$ cat src/rtl/lrb_pkg.sv
// Shared types and codes for the link reconnect backoff supervisor.
`timescale 1ns / 1ps

package lrb_pkg;

    // Configuration register indexes
    localparam logic [1:0] CFG_POLL_INTERVAL   = 2'd0;
    localparam logic [1:0] CFG_CONNECT_TIMEOUT = 2'd1;
    localparam logic [1:0] CFG_BACKOFF_MIN     = 2'd2;
    localparam logic [1:0] CFG_BACKOFF_MAX     = 2'd3;

    // Register reset values in ms
    localparam logic [31:0] POLL_INTERVAL_RST   = 32'd500;
    localparam logic [31:0] CONNECT_TIMEOUT_RST = 32'd15000;
    localparam logic [31:0] BACKOFF_MIN_RST     = 32'd1000;
    localparam logic [31:0] BACKOFF_MAX_RST     = 32'd60000;

    // Request modes
    localparam logic MODE_POLL  = 1'b0;
    localparam logic MODE_START = 1'b1;

    // Event codes
    localparam logic [1:0] EV_NONE      = 2'd0;
    localparam logic [1:0] EV_CONNECTED = 2'd1;
    localparam logic [1:0] EV_TIMEOUT   = 2'd2;
    localparam logic [1:0] EV_LOST      = 2'd3;

    typedef struct packed {
        logic [31:0] poll_interval;
        logic [31:0] connect_timeout;
        logic [31:0] backoff_min;
        logic [31:0] backoff_max;
    } t_cfg;

    typedef struct packed {
        logic        mode;
        logic [31:0] now_ms;
        logic        link_up;
    } t_item;

    typedef struct packed {
        logic [1:0] link_state;
        logic       start_connect;
        logic       time_sync_start;
        logic [1:0] event_res;
        logic       polled;
    } t_result;

endpackage

$ cat src/rtl/lrb_cfg.sv
// Configuration register file for the reconnect supervisor.
`timescale 1ns / 1ps

module lrb_cfg (
    input  logic          i_clk,
    input  logic          i_rst_n,
    input  logic          i_cfg_we,
    input  logic [1:0]    i_cfg_idx,
    input  logic [31:0]   i_cfg_data,
    output lrb_pkg::t_cfg o_cfg
);
    import lrb_pkg::*;

    t_cfg r_cfg;

    // Write one register per enabled cycle
    always_ff @(posedge i_clk) begin
        if (!i_rst_n) begin
            r_cfg.poll_interval   <= POLL_INTERVAL_RST;
            r_cfg.connect_timeout <= CONNECT_TIMEOUT_RST;
            r_cfg.backoff_min     <= BACKOFF_MIN_RST;
            r_cfg.backoff_max     <= BACKOFF_MAX_RST;
        end else if (i_cfg_we) begin
            case (i_cfg_idx)
                CFG_POLL_INTERVAL:   r_cfg.poll_interval   <= i_cfg_data;
                CFG_CONNECT_TIMEOUT: r_cfg.connect_timeout <= i_cfg_data;
                CFG_BACKOFF_MIN:     r_cfg.backoff_min     <= i_cfg_data;
                CFG_BACKOFF_MAX:     r_cfg.backoff_max     <= i_cfg_data;
                default: ;
            endcase
        end
    end

    assign o_cfg = r_cfg;

endmodule

$ cat src/rtl/lrb_step.sv
// Connection state machine with backoff scheduling, one request per enable.
`timescale 1ns / 1ps

module lrb_step (
    input  logic             i_clk,
    input  logic             i_rst_n,
    input  logic             i_en,
    input  lrb_pkg::t_item   i_item,
    input  lrb_pkg::t_cfg    i_cfg,
    output lrb_pkg::t_result o_res
);
    import lrb_pkg::*;

    typedef enum logic [1:0] {
        PH_DISC       = 2'd0,
        PH_CONNECTING = 2'd1,
        PH_CONNECTED  = 2'd2
    } t_phase;

    t_phase      r_phase,   n_phase;
    logic [31:0] r_attempt, n_attempt;
    logic [31:0] r_next,    n_next;
    logic [31:0] r_last,    n_last;
    logic [31:0] r_backoff, n_backoff;
    logic        r_synced,  n_synced;

    logic [31:0] poll_gap, attempt_age, due_gap, doubled, widened;
    logic        gate_open;
    t_result     res;

    // Wrapping time differences
    assign poll_gap    = i_item.now_ms - r_last;
    assign attempt_age = i_item.now_ms - r_attempt;
    assign due_gap     = i_item.now_ms - r_next;
    assign gate_open   = (poll_gap >= i_cfg.poll_interval);

    // Doubled backoff, saturating, then capped
    assign doubled = r_backoff[31] ? '1 : {r_backoff[30:0], 1'b0};
    assign widened = (doubled < i_cfg.backoff_max) ? doubled : i_cfg.backoff_max;

    // Next state and result
    always_comb begin
        n_phase   = r_phase;
        n_attempt = r_attempt;
        n_next    = r_next;
        n_last    = r_last;
        n_backoff = r_backoff;
        n_synced  = r_synced;
        res       = '0;
        if (i_item.mode == MODE_START) begin
            n_backoff = i_cfg.backoff_min;
            n_next    = i_item.now_ms;
        end else if (gate_open) begin
            res.polled = 1'b1;
            n_last     = i_item.now_ms;
            case (r_phase)
                PH_CONNECTING: begin
                    if (i_item.link_up) begin
                        n_phase       = PH_CONNECTED;
                        n_backoff     = i_cfg.backoff_min;
                        res.event_res = EV_CONNECTED;
                        if (!r_synced) begin
                            n_synced            = 1'b1;
                            res.time_sync_start = 1'b1;
                        end
                    end else if (attempt_age >= i_cfg.connect_timeout) begin
                        res.event_res = EV_TIMEOUT;
                        n_phase       = PH_DISC;
                        n_next        = i_item.now_ms + r_backoff;
                        n_backoff     = widened;
                    end
                end
                PH_CONNECTED: begin
                    if (!i_item.link_up) begin
                        res.event_res = EV_LOST;
                        n_phase       = PH_DISC;
                        n_next        = i_item.now_ms + r_backoff;
                        n_backoff     = widened;
                    end
                end
                default: begin
                    if (!due_gap[31]) begin
                        n_phase           = PH_CONNECTING;
                        n_attempt         = i_item.now_ms;
                        res.start_connect = 1'b1;
                    end
                end
            endcase
        end
        res.link_state = n_phase;
    end

    // State registers
    always_ff @(posedge i_clk) begin
        if (!i_rst_n) begin
            r_phase   <= PH_DISC;
            r_attempt <= '0;
            r_next    <= '0;
            r_last    <= '0;
            r_backoff <= BACKOFF_MIN_RST;
            r_synced  <= 1'b0;
        end else if (i_en) begin
            r_phase   <= n_phase;
            r_attempt <= n_attempt;
            r_next    <= n_next;
            r_last    <= n_last;
            r_backoff <= n_backoff;
            r_synced  <= n_synced;
        end
    end

    assign o_res = res;

    // Time sync pulses only once
    a_sync_once: assert property (@(posedge i_clk) disable iff (!i_rst_n)
        r_synced |-> !res.time_sync_start)
        else $error("time sync start repeated");

    // An attempt starts only from disconnected on an evaluated poll
    a_start_src: assert property (@(posedge i_clk) disable iff (!i_rst_n)
        res.start_connect |-> (r_phase == PH_DISC) && res.polled)
        else $error("attempt started outside disconnected phase");

    // Connected event lands in the connected phase and resets backoff
    a_conn: assert property (@(posedge i_clk) disable iff (!i_rst_n)
        (i_en && res.event_res == EV_CONNECTED) |=>
            (r_phase == PH_CONNECTED) && (r_backoff == $past(i_cfg.backoff_min)))
        else $error("connect did not settle state");

    // A drop always returns to disconnected
    a_drop: assert property (@(posedge i_clk) disable iff (!i_rst_n)
        (i_en && (res.event_res == EV_TIMEOUT || res.event_res == EV_LOST)) |=>
            (r_phase == PH_DISC))
        else $error("drop did not disconnect");

endmodule

$ cat src/rtl/link_reconnect_backoff_fsm_core.sv
// Link reconnect supervisor: input register, state step, result register.
// A request waits in the input register until the result register is free or being
// taken, then is evaluated into the result register, which drives o_valid.
// Throughput: one request per cycle unless i_ready stalls; one combinational step.
// Reset (i_rst_n low, synchronous): both stages empty, phase disconnected, times zero,
// backoff and configuration registers at their default values.
`timescale 1ns / 1ps

module link_reconnect_backoff_fsm_core (
    input  logic        i_clk,
    input  logic        i_rst_n,
    input  logic        i_cfg_we,
    input  logic [1:0]  i_cfg_idx,
    input  logic [31:0] i_cfg_data,
    input  logic        i_valid,
    output logic        o_ready,
    input  logic        i_mode,
    input  logic [31:0] i_now_ms,
    input  logic        i_link_up,
    output logic        o_valid,
    input  logic        i_ready,
    output logic [1:0]  o_link_state,
    output logic        o_start_connect,
    output logic        o_time_sync_start,
    output logic [1:0]  o_event_res,
    output logic        o_polled
);
    import lrb_pkg::*;

    t_cfg    cfg;
    t_item   r_item;
    logic    r_in_valid;
    t_result step_res;
    t_result r_res;
    logic    r_out_valid;
    logic    advance;

    lrb_cfg u_cfg (
        .i_clk      (i_clk),
        .i_rst_n    (i_rst_n),
        .i_cfg_we   (i_cfg_we),
        .i_cfg_idx  (i_cfg_idx),
        .i_cfg_data (i_cfg_data),
        .o_cfg      (cfg)
    );

    // Request moves on when the result slot is free or being taken
    assign advance = r_in_valid && (!r_out_valid || i_ready);
    assign o_ready = !r_in_valid || advance;

    // Input register
    always_ff @(posedge i_clk) begin
        if (!i_rst_n) begin
            r_in_valid <= 1'b0;
        end else if (o_ready) begin
            r_in_valid <= i_valid;
        end
    end

    always_ff @(posedge i_clk) begin
        if (o_ready && i_valid) begin
            r_item.mode    <= i_mode;
            r_item.now_ms  <= i_now_ms;
            r_item.link_up <= i_link_up;
        end
    end

    lrb_step u_step (
        .i_clk   (i_clk),
        .i_rst_n (i_rst_n),
        .i_en    (advance),
        .i_item  (r_item),
        .i_cfg   (cfg),
        .o_res   (step_res)
    );

    // Result register
    always_ff @(posedge i_clk) begin
        if (!i_rst_n) begin
            r_out_valid <= 1'b0;
        end else if (advance) begin
            r_out_valid <= 1'b1;
        end else if (i_ready) begin
            r_out_valid <= 1'b0;
        end
    end

    always_ff @(posedge i_clk) begin
        if (advance) begin
            r_res <= step_res;
        end
    end

    assign o_valid           = r_out_valid;
    assign o_link_state      = r_res.link_state;
    assign o_start_connect   = r_res.start_connect;
    assign o_time_sync_start = r_res.time_sync_start;
    assign o_event_res       = r_res.event_res;
    assign o_polled          = r_res.polled;

endmodule

$ cat config.mk
export PLATFORM = sky130hd
export DESIGN_NAME = link_reconnect_backoff_fsm_core
export DESIGN_NICKNAME = d
export VERILOG_FILES = /design/src/rtl/lrb_pkg.sv /design/src/rtl/lrb_cfg.sv /design/src/rtl/lrb_step.sv /design/src/rtl/link_reconnect_backoff_fsm_core.sv
export SDC_FILE = /design/constraint.sdc
export NUM_CORES = 1
export LEC_CHECK = 0
export BUFFER_PORTS_ARGS = -buffer_cell sky130_fd_sc_hd__buf_2
export CORE_UTILIZATION = 45
export DETAILED_ROUTE_END_ITERATION = 10
export PLACE_DENSITY = 0.63
export SYNTH_ARGS = -nofsm -noshare
export SYNTH_HDL_FRONTEND = slang
export SYNTH_SLANG_ARGS = --single-unit
export TNS_END_PERCENT = 1
$ cat constraint.sdc
create_clock -name i_clk -period 6.37 [get_ports i_clk]
set_input_delay 1.274 -clock i_clk [delete_from_list [all_inputs] [get_ports i_clk]]
set_output_delay 1.274 -clock i_clk [all_outputs]
set_load 0.01 [all_outputs]
==> results of run 1 <==
[metal layers]
layer	GRT usage (%)	part of all wire [%]	vias to the layer above
met2	37.78	42	391
met4	8.096	2.5	2
met3	3.264	5.1	83
li1	-	-	8739
met1	35.45	50	8153
met5	0	0.020	-
[cell type report]
| type | count | area share, % |
|---|---|---|
| clock buffers | 50 | 5.235 |
| clock inverters | 16 | 0.7390 |
| inverters | 236 | 4.036 |
| multi-input cells | 1813 | 54.44 |
| flip-flops and latches | 302 | 29.33 |
| well taps | 585 | 3.325 |
| repair buffers | 106 | 2.893 |
[cell usage in the layout (no fill, tap or decap), drive strengths merged, types with 13 or more instances in the layout]
cell type	netlist	layout
mux2i	73	73
nand4	21	21
a211oi	30	30
o21ai	140	140
inv	236	238
dfxtp	261	261
nor3	36	36
nand3	42	42
ha	220	220
o211a	13	13
a21oi	234	234
or2	35	35
clkbuf	97	50
and3	14	14
o21a	17	17
buf	26	106
o211ai	43	43
edfxtp	41	41
nand2b	20	20
a21o	44	44
nand2	421	421
xnor2	43	43
o311ai	33	33
o21bai	16	16
nor2	112	112
a31oi	48	48
xor2	29	29
[logic make-up (layout without fill, tap and decap cells)]
logic type | Yosys count | count (layout) | share of synthesized area [%]
xor gates and xnor gates | 72 | 72 | 3.187
AOI/OAI and AO/OA | 686 | 686 | 22.16
buffers and inverters | 359 | 408 | 7.038
adders and majority gates | 223 | 223 | 14.22
and+or+nand+nor | 758 | 758 | 17.02
muxes | 74 | 74 | 3.750
DFF | 302 | 302 | 32.63
[through the flow]
step | area, um2 | setup slack, ns | utilization (%) | cells | hold slack (ns)
after floorplan | 19790 | 1.359 | - | 2474 | 0.4347
after global placement | 20690 | 0.6166 | 47.83 | 3042 | 0.4426
after detailed placement | 20690 | 0.3939 | 47.83 | 3042 | 0.4470
after CTS | 22010 | 0.3530 | 50.86 | 3108 | 0.4546
after global routing | 22010 | 0.01173 | 50.87 | 3108 | 0.4668
final | 22010 | 0.2969 | 50.87 | 3108 | 0.4543
[where the power goes]
group	switching, mW	internal (mW)	leakage, nW
clock	0.865	1.39	0.659
sequential	0.0847	2.02	2.52
combinational	0.740	0.487	5.56
[worst paths after layout]
check                                             startpoint                                to  cells after the start
worst max register to register           r_item[1]$_DFFE_PP_  u_step.r_backoff[4]$_SDFFE_PN0P_                     23
worst min-delay path            u_cfg.o_cfg[92]$_SDFFE_PN0P_      u_cfg.o_cfg[92]$_SDFFE_PN0P_                      2
worst min register to register  u_cfg.o_cfg[92]$_SDFFE_PN0P_      u_cfg.o_cfg[92]$_SDFFE_PN0P_                      2
worst max-delay path                     r_item[1]$_DFFE_PP_  u_step.r_backoff[4]$_SDFFE_PN0P_                     23
[state kept, by name (all words and copies together), names as in the netlist]
register and cells:
r_in_valid 1, u_cfg.o_cfg 128, r_item 34, o_polled 1, u_step.r_synced 1, o_time_sync_start 1
o_event_res 2, u_step.r_next 32, o_valid 1, u_step.r_backoff 32, u_step.r_attempt 32, u_step.r_phase 2
u_step.r_last 32, o_link_state 2, o_start_connect 1
[critical path, cell delays in order (launching register included)]
cell	delay (ns)
edfxtp_1	0.46
inv_1	0.13
ha_1	0.17
inv_1	0.06
fa_1	0.45
a211oi_1	0.26
o21bai_1	0.15
a211oi_1	0.45
o21ai_1	0.30
a211o_1	0.39
a2111oi_0	0.39
o21bai_1	0.13
a21oi_1	0.19
xnor2_1	0.09
ha_1	0.32
and4_1	0.21
o2111ai_1	0.12
nor4_1	0.20
a221o_1	0.27
o211ai_1	0.22
o31ai_4	0.31
buf_12	0.27
o21ai_0	0.13
a31oi_1	0.21
==> qor.yml, run 1 <==
status: "finished clean"
p_total_mw: 5.588
rsz0062_at_grt: "false"
fillers: 4185
slew_headroom_pct: 13.88
core_area_um2: 43270
num-nets-final: 2792
hpwl_mm: 40.34
async_flop_share_pct: 0
synth_cell_types: 78
fin_skew_ns: 0.01300
drt_wl_total_mm: 55.11
numClockSinks: 302
ys_top_cells_by_count: "419 x nand2_1, 261 x dfxtp_1, 235 x inv_1, 232 x a21oi_1, 220 x ha_1"
synth_flop_cell: "dfxtp_1"
synthTopCellsByArea: "dfxtp_1 26%, ha_1 14%, nand2_1 7.9%"
detail-route-antenna-nets: 0
ys_seq_area_share_pct: 32.63
cts_tree: "built"
ff_latch_area_um2: 6456
syn-num-nets: 2770
p_per_area_nw_per_um2: 253.9
critical_path_class: "reg2reg"
finalSetupViolCount: 0
io_buffers: 81
grt_pass1_vias: 16391
clock_path_buffers: 3
crit_path_end_kind: "flip-flop"
hp-class: "reg2reg"
antenna_found_initial: 1
synth_seq_cells: 302
clock_latency_ns: 0.56
drive_gt1_share_pct: 9.275
synth_top_area_share_pct: 26.41
vdd_drop_max_v: 0.0001464
worstPathRequired_ns: 6.84
grt_max_degree: 98
reg2reg_setup_slack_ns: 0.30
fin_crit_ns: 6.073
synth_edf_count: 41
startpoint_type: "flip-flop"
clockRootBuffer: "clkbuf_16"
synth_top_cell_by_area: "dfxtp_1"
postCtsSetupRepairBufs: 0
cts_resized: 0
hold_viol_final: 0
avgSynthCellArea_um2: 7.998
finalMaxSlewViolations: 0
hold_buffers: 0
cts_buffers: 37
drcViolationCount: 0
postSynthCellCount: 2474
die_w_um: 211.7
maxCapViolations: 0
row_count: 76
grt_pass1_wl_mm: 86.98
ys_warn_count: 0
wl_per_cell_um: 17.73
fin_crit_sh_pct: 95.34
path_clk_slew_ns: 0.06
syn_area_um2: 19790
vias: 17368
start_util_pct: 45.73
multi_input_area_um2: 11980
viasPerCell: 5.588
critPathMaxFanout: 64
dr.first_iter.drc_count: 1021
tightestPinTransition_ns: 1.290
n_antenna_cell: 0
top_level_ports: 82
cts_max_level: 2
setup-tns-final_ns: 0
drt-pass1-iter-count: 6
grt_remaining_overflow: 0
cp_data_arrival_time_ns: 6.54
max_freq_mhz: 164.7
track_usage_pct: 24.64
areaGrowthSynthToFinish_pct: 11.24
synth.most_common_cell: "nand2_1"
die_area_um2: 44810
gp_congestion: 0.9197
p_leak_nw: 8.743
die_h_um: 211.7
Note: power is estimated with default switching activity, not from simulation.
==> run 2, diff against run 1 <==
--- a/config.mk
+++ b/config.mk
@@ -5,6 +5,7 @@
 export SDC_FILE = /design/constraint.sdc
 export NUM_CORES = 1
 export LEC_CHECK = 0
+export ABC_AREA = 1
 export BUFFER_PORTS_ARGS = -buffer_cell sky130_fd_sc_hd__buf_2
 export CORE_UTILIZATION = 45
 export DETAILED_ROUTE_END_ITERATION = 10
==> qor.yml, run 2 <==
io_buffers: 81  # unchanged
numClockSinks: 302  # unchanged
grt_remaining_overflow: 0  # unchanged
fillers: 4634  # +11%
ys_top_cells_by_count: "677 x nand2_1, 432 x inv_1, 356 x nor2_1, 287 x a21oi_1, 261 x dfxtp_1"
final_common_cell: "nand2_1"
clockRootBuffer: "clkbuf_16"
cts_tree: "built"
rsz0062_at_grt: "false"
async_flop_share_pct: 0  # unchanged
cp_data_arrival_time_ns: 5.72  # -0.82 ns
grt_max_degree: 150  # +53%
cts_max_level: 2  # unchanged
viasPerCell: 5.348  # -4.3%
synth_cell_types: 51  # -35%
grt_pass1_vias: 18862  # +15%
setup-tns-final_ns: 0  # unchanged
final_cell_area_um2: 22800  # +3.6%
intPower_mw: 3.893  # -0.13%
fin_crit_ns: 5.256  # -0.8171 ns
crit_family: "simple AND/OR/NAND/NOR gates"
drt-pass1-iter-count: 8  # +2
n_antenna_cell: 0  # unchanged
detail-route-antenna-nets: 0  # unchanged
placedCellCount: 3664  # +20%
critPathBufInv: 3  # unchanged
hpwl_mm: 53.76  # +33%
synth_top_area_share_pct: 25.30  # -1.1 points
clkPwrFrac_pct: 33.7  # -6.7 points
track_usage_pct: 29.85  # +5.2 points
grt_pass1_wl_mm: 107.7  # +24%
drcViolationCount: 0  # unchanged
vias: 19954  # +15%
share_comb_of_total_power_pct: 31.0  # +9.0 points
worstPathRequired_ns: 6.83  # about the same
finalMaxSlewViolations: 0  # unchanged
drive_gt1_share_pct: 6.324  # -3.0 points
hold_buffers: 0  # unchanged
multi_input_area_um2: 12120  # +1.2%
setup_ws_ns: 1.114  # +0.8171 ns
seqPwrFrac_pct: 35.3  # -2.3 points
hold_viol_final: 0  # unchanged
cts_buffers: 37  # unchanged
postCtsSetupRepairBufs: 0  # unchanged
hp-class: "reg2reg"
die_h_um: 216.2  # +2.1%
synth_edf_count: 41  # unchanged
num-nets-final: 3399  # +22%
syn_area_um2: 20650  # +4.4%
dr.first_iter.drc_count: 1600  # +57%
max_freq_mhz: 190.3  # +16%
status: "finished clean"
p_leak_nw: 11.05  # +26%
p_sw_mw: 2.239  # +33%
p_per_area_nw_per_um2: 268.9  # +5.9%
tightestPinTransition_ns: 1.208  # -0.08179 ns
avgSynthCellArea_um2: 6.757  # -16%
cts_resized: 0  # unchanged
synth.most_common_cell: "nand2_1"
slew_headroom_pct: 19.36  # +5.5 points
crit_slowest_cell: "nand2_2"
place_area_um2: 21620  # +4.5%
path_clk_slew_ns: 0.06  # about the same
die_w_um: 216.2  # +2.1%
clock_latency_ns: 0.57  # about the same
core_area_um2: 45280  # +4.7%
gp_congestion: 0.9930  # +8.0%
row_count: 78  # +2.6%
postSynthCellCount: 3057  # +24%
final_util_pct: 50.35  # -0.52 points
ys_seq_area_share_pct: 31.26  # -1.4 points
synth_top_cell_by_area: "dfxtp_1"
die_area_um2: 46760  # +4.3%
largest_reg_flops: 128  # unchanged
pre_cts_ws_ns: 1.180  # +0.7859 ns
critical_path_class: "reg2reg"
path_common_cell: "nand2_1"
crit_path_end_kind: "flip-flop"
most-common-layout-cells: "677 x nand2_1, 432 x inv_1, 355 x nor2_1, 286 x a21oi_1, 261 x dfxtp_1"
synth_seq_cells: 302  # unchanged
ff_latch_area_um2: 6456  # unchanged
wl_per_cell_um: 18.69  # +5.4%
critPathMaxFanout: 38  # -41%
synth_flop_cell: "dfxtp_1"
clock_path_buffers: 3  # unchanged
layout.cells.non_filler: 3731  # +20%
max_stage_delay_ns: 0.55  # +0.09 ns
startpoint_type: "flip-flop"
drt_wl_total_mm: 69.74  # +27%
finalSetupViolCount: 0  # unchanged
fin_crit_sh_pct: 82.51  # -13 points
antenna_found_initial: 1  # unchanged
vdd_drop_max_v: 0.0002059  # +41%
p_sw_share_pct: 36.51  # +6.3 points
maxCapViolations: 0  # unchanged
syn-num-nets: 3353  # +21%
areaGrowthSynthToFinish_pct: 10.40
ys_warn_count: 0  # unchanged
top_level_ports: 82  # unchanged
synthTopCellsByArea: "dfxtp_1 25%, ha_1 13%, nand2_1 12%"
start_util_pct: 45.61  # -0.12 points
fin_skew_ns: 0.01907  # +0.006075 ns
## run 2: cell count changes after synthesis, sizes merged, moves of 33 or more
cell	change
a21oi	+53
o21ai	+109
nand3	+144
mux2i	-67
a31oi	-41
nor2	+249
inv	+200
nand2	+258
o311ai	-33
## run 2: worst min-delay path: cells and delay by family (launching register included)
kind	cells	cell delay [ns]
AND/OR/NAND/NOR	2	0.10
flip-flops	1	0.32
## run 2: power groups by stage
stage | registers [mW] | logic [mW] | clock network [mW]
after floorplan | 2.15 | 1.37 | 0
after global placement | 2.20 | 1.83 | 0
after detailed placement | 2.21 | 1.87 | 0
after CTS | 2.17 | 1.88 | 2.11
after global routing | 2.17 | 2.15 | 2.18
final | 2.16 | 1.90 | 2.07
## run 2: logic make-up after synthesis
| kind of cell | after synthesis | share of synthesized area (%) |
|---|---|---|
| buf+inv | 542 | 10.15 |
| xor+xnor | 67 | 2.841 |
| flops | 302 | 31.26 |
| mux | 6 | 0.2908 |
| simple gates | 1290 | 25.50 |
| fa+ha+maj | 223 | 13.62 |
| compound gates | 627 | 16.34 |
## run 2: metrics by stage
stage                     power, mW  hold WS, ns
after floorplan               3.518       0.4292
after global placement        4.037       0.4427
after detailed placement      4.071       0.4476
after CTS                     6.151       0.4600
after global routing          6.504       0.4750
final                         6.132       0.4599
## run 2: cell type report
type | instances | area share (%)
flip-flops and latches | 302 | 28.31
clock inverters | 16 | 0.5378
inverters | 436 | 7.177
well taps | 600 | 3.292
repair buffers | 113 | 2.859
multi-input cells | 2213 | 53.17
clock buffers | 51 | 4.648
## run 2: worst paths after layout
check	start	endpoint	slack [ns]	cells after the start
setup / recovery	r_item[1]$_DFFE_PP_	u_step.r_backoff[26]$_SDFFE_PN0P_	1.11	27
hold / removal	u_cfg.o_cfg[38]$_SDFFE_PN1P_	u_cfg.o_cfg[38]$_SDFFE_PN1P_	0.46	2
setup reg to reg	r_item[1]$_DFFE_PP_	u_step.r_backoff[26]$_SDFFE_PN0P_	1.11	27
hold reg to reg	u_cfg.o_cfg[38]$_SDFFE_PN1P_	u_cfg.o_cfg[38]$_SDFFE_PN1P_	0.46	2
## run 2: per-layer routing
metal  wire length (um)  share of wire [%]  vias up  GRT usage [%]
met2              30370                 44      599          47.12
met4               3349                4.8        0          13.62
li1                   -                  -    10022              -
met5                  0                  0        -              0
met3               3801                5.5      139          3.677
met1              32210                 46     9194          40.61
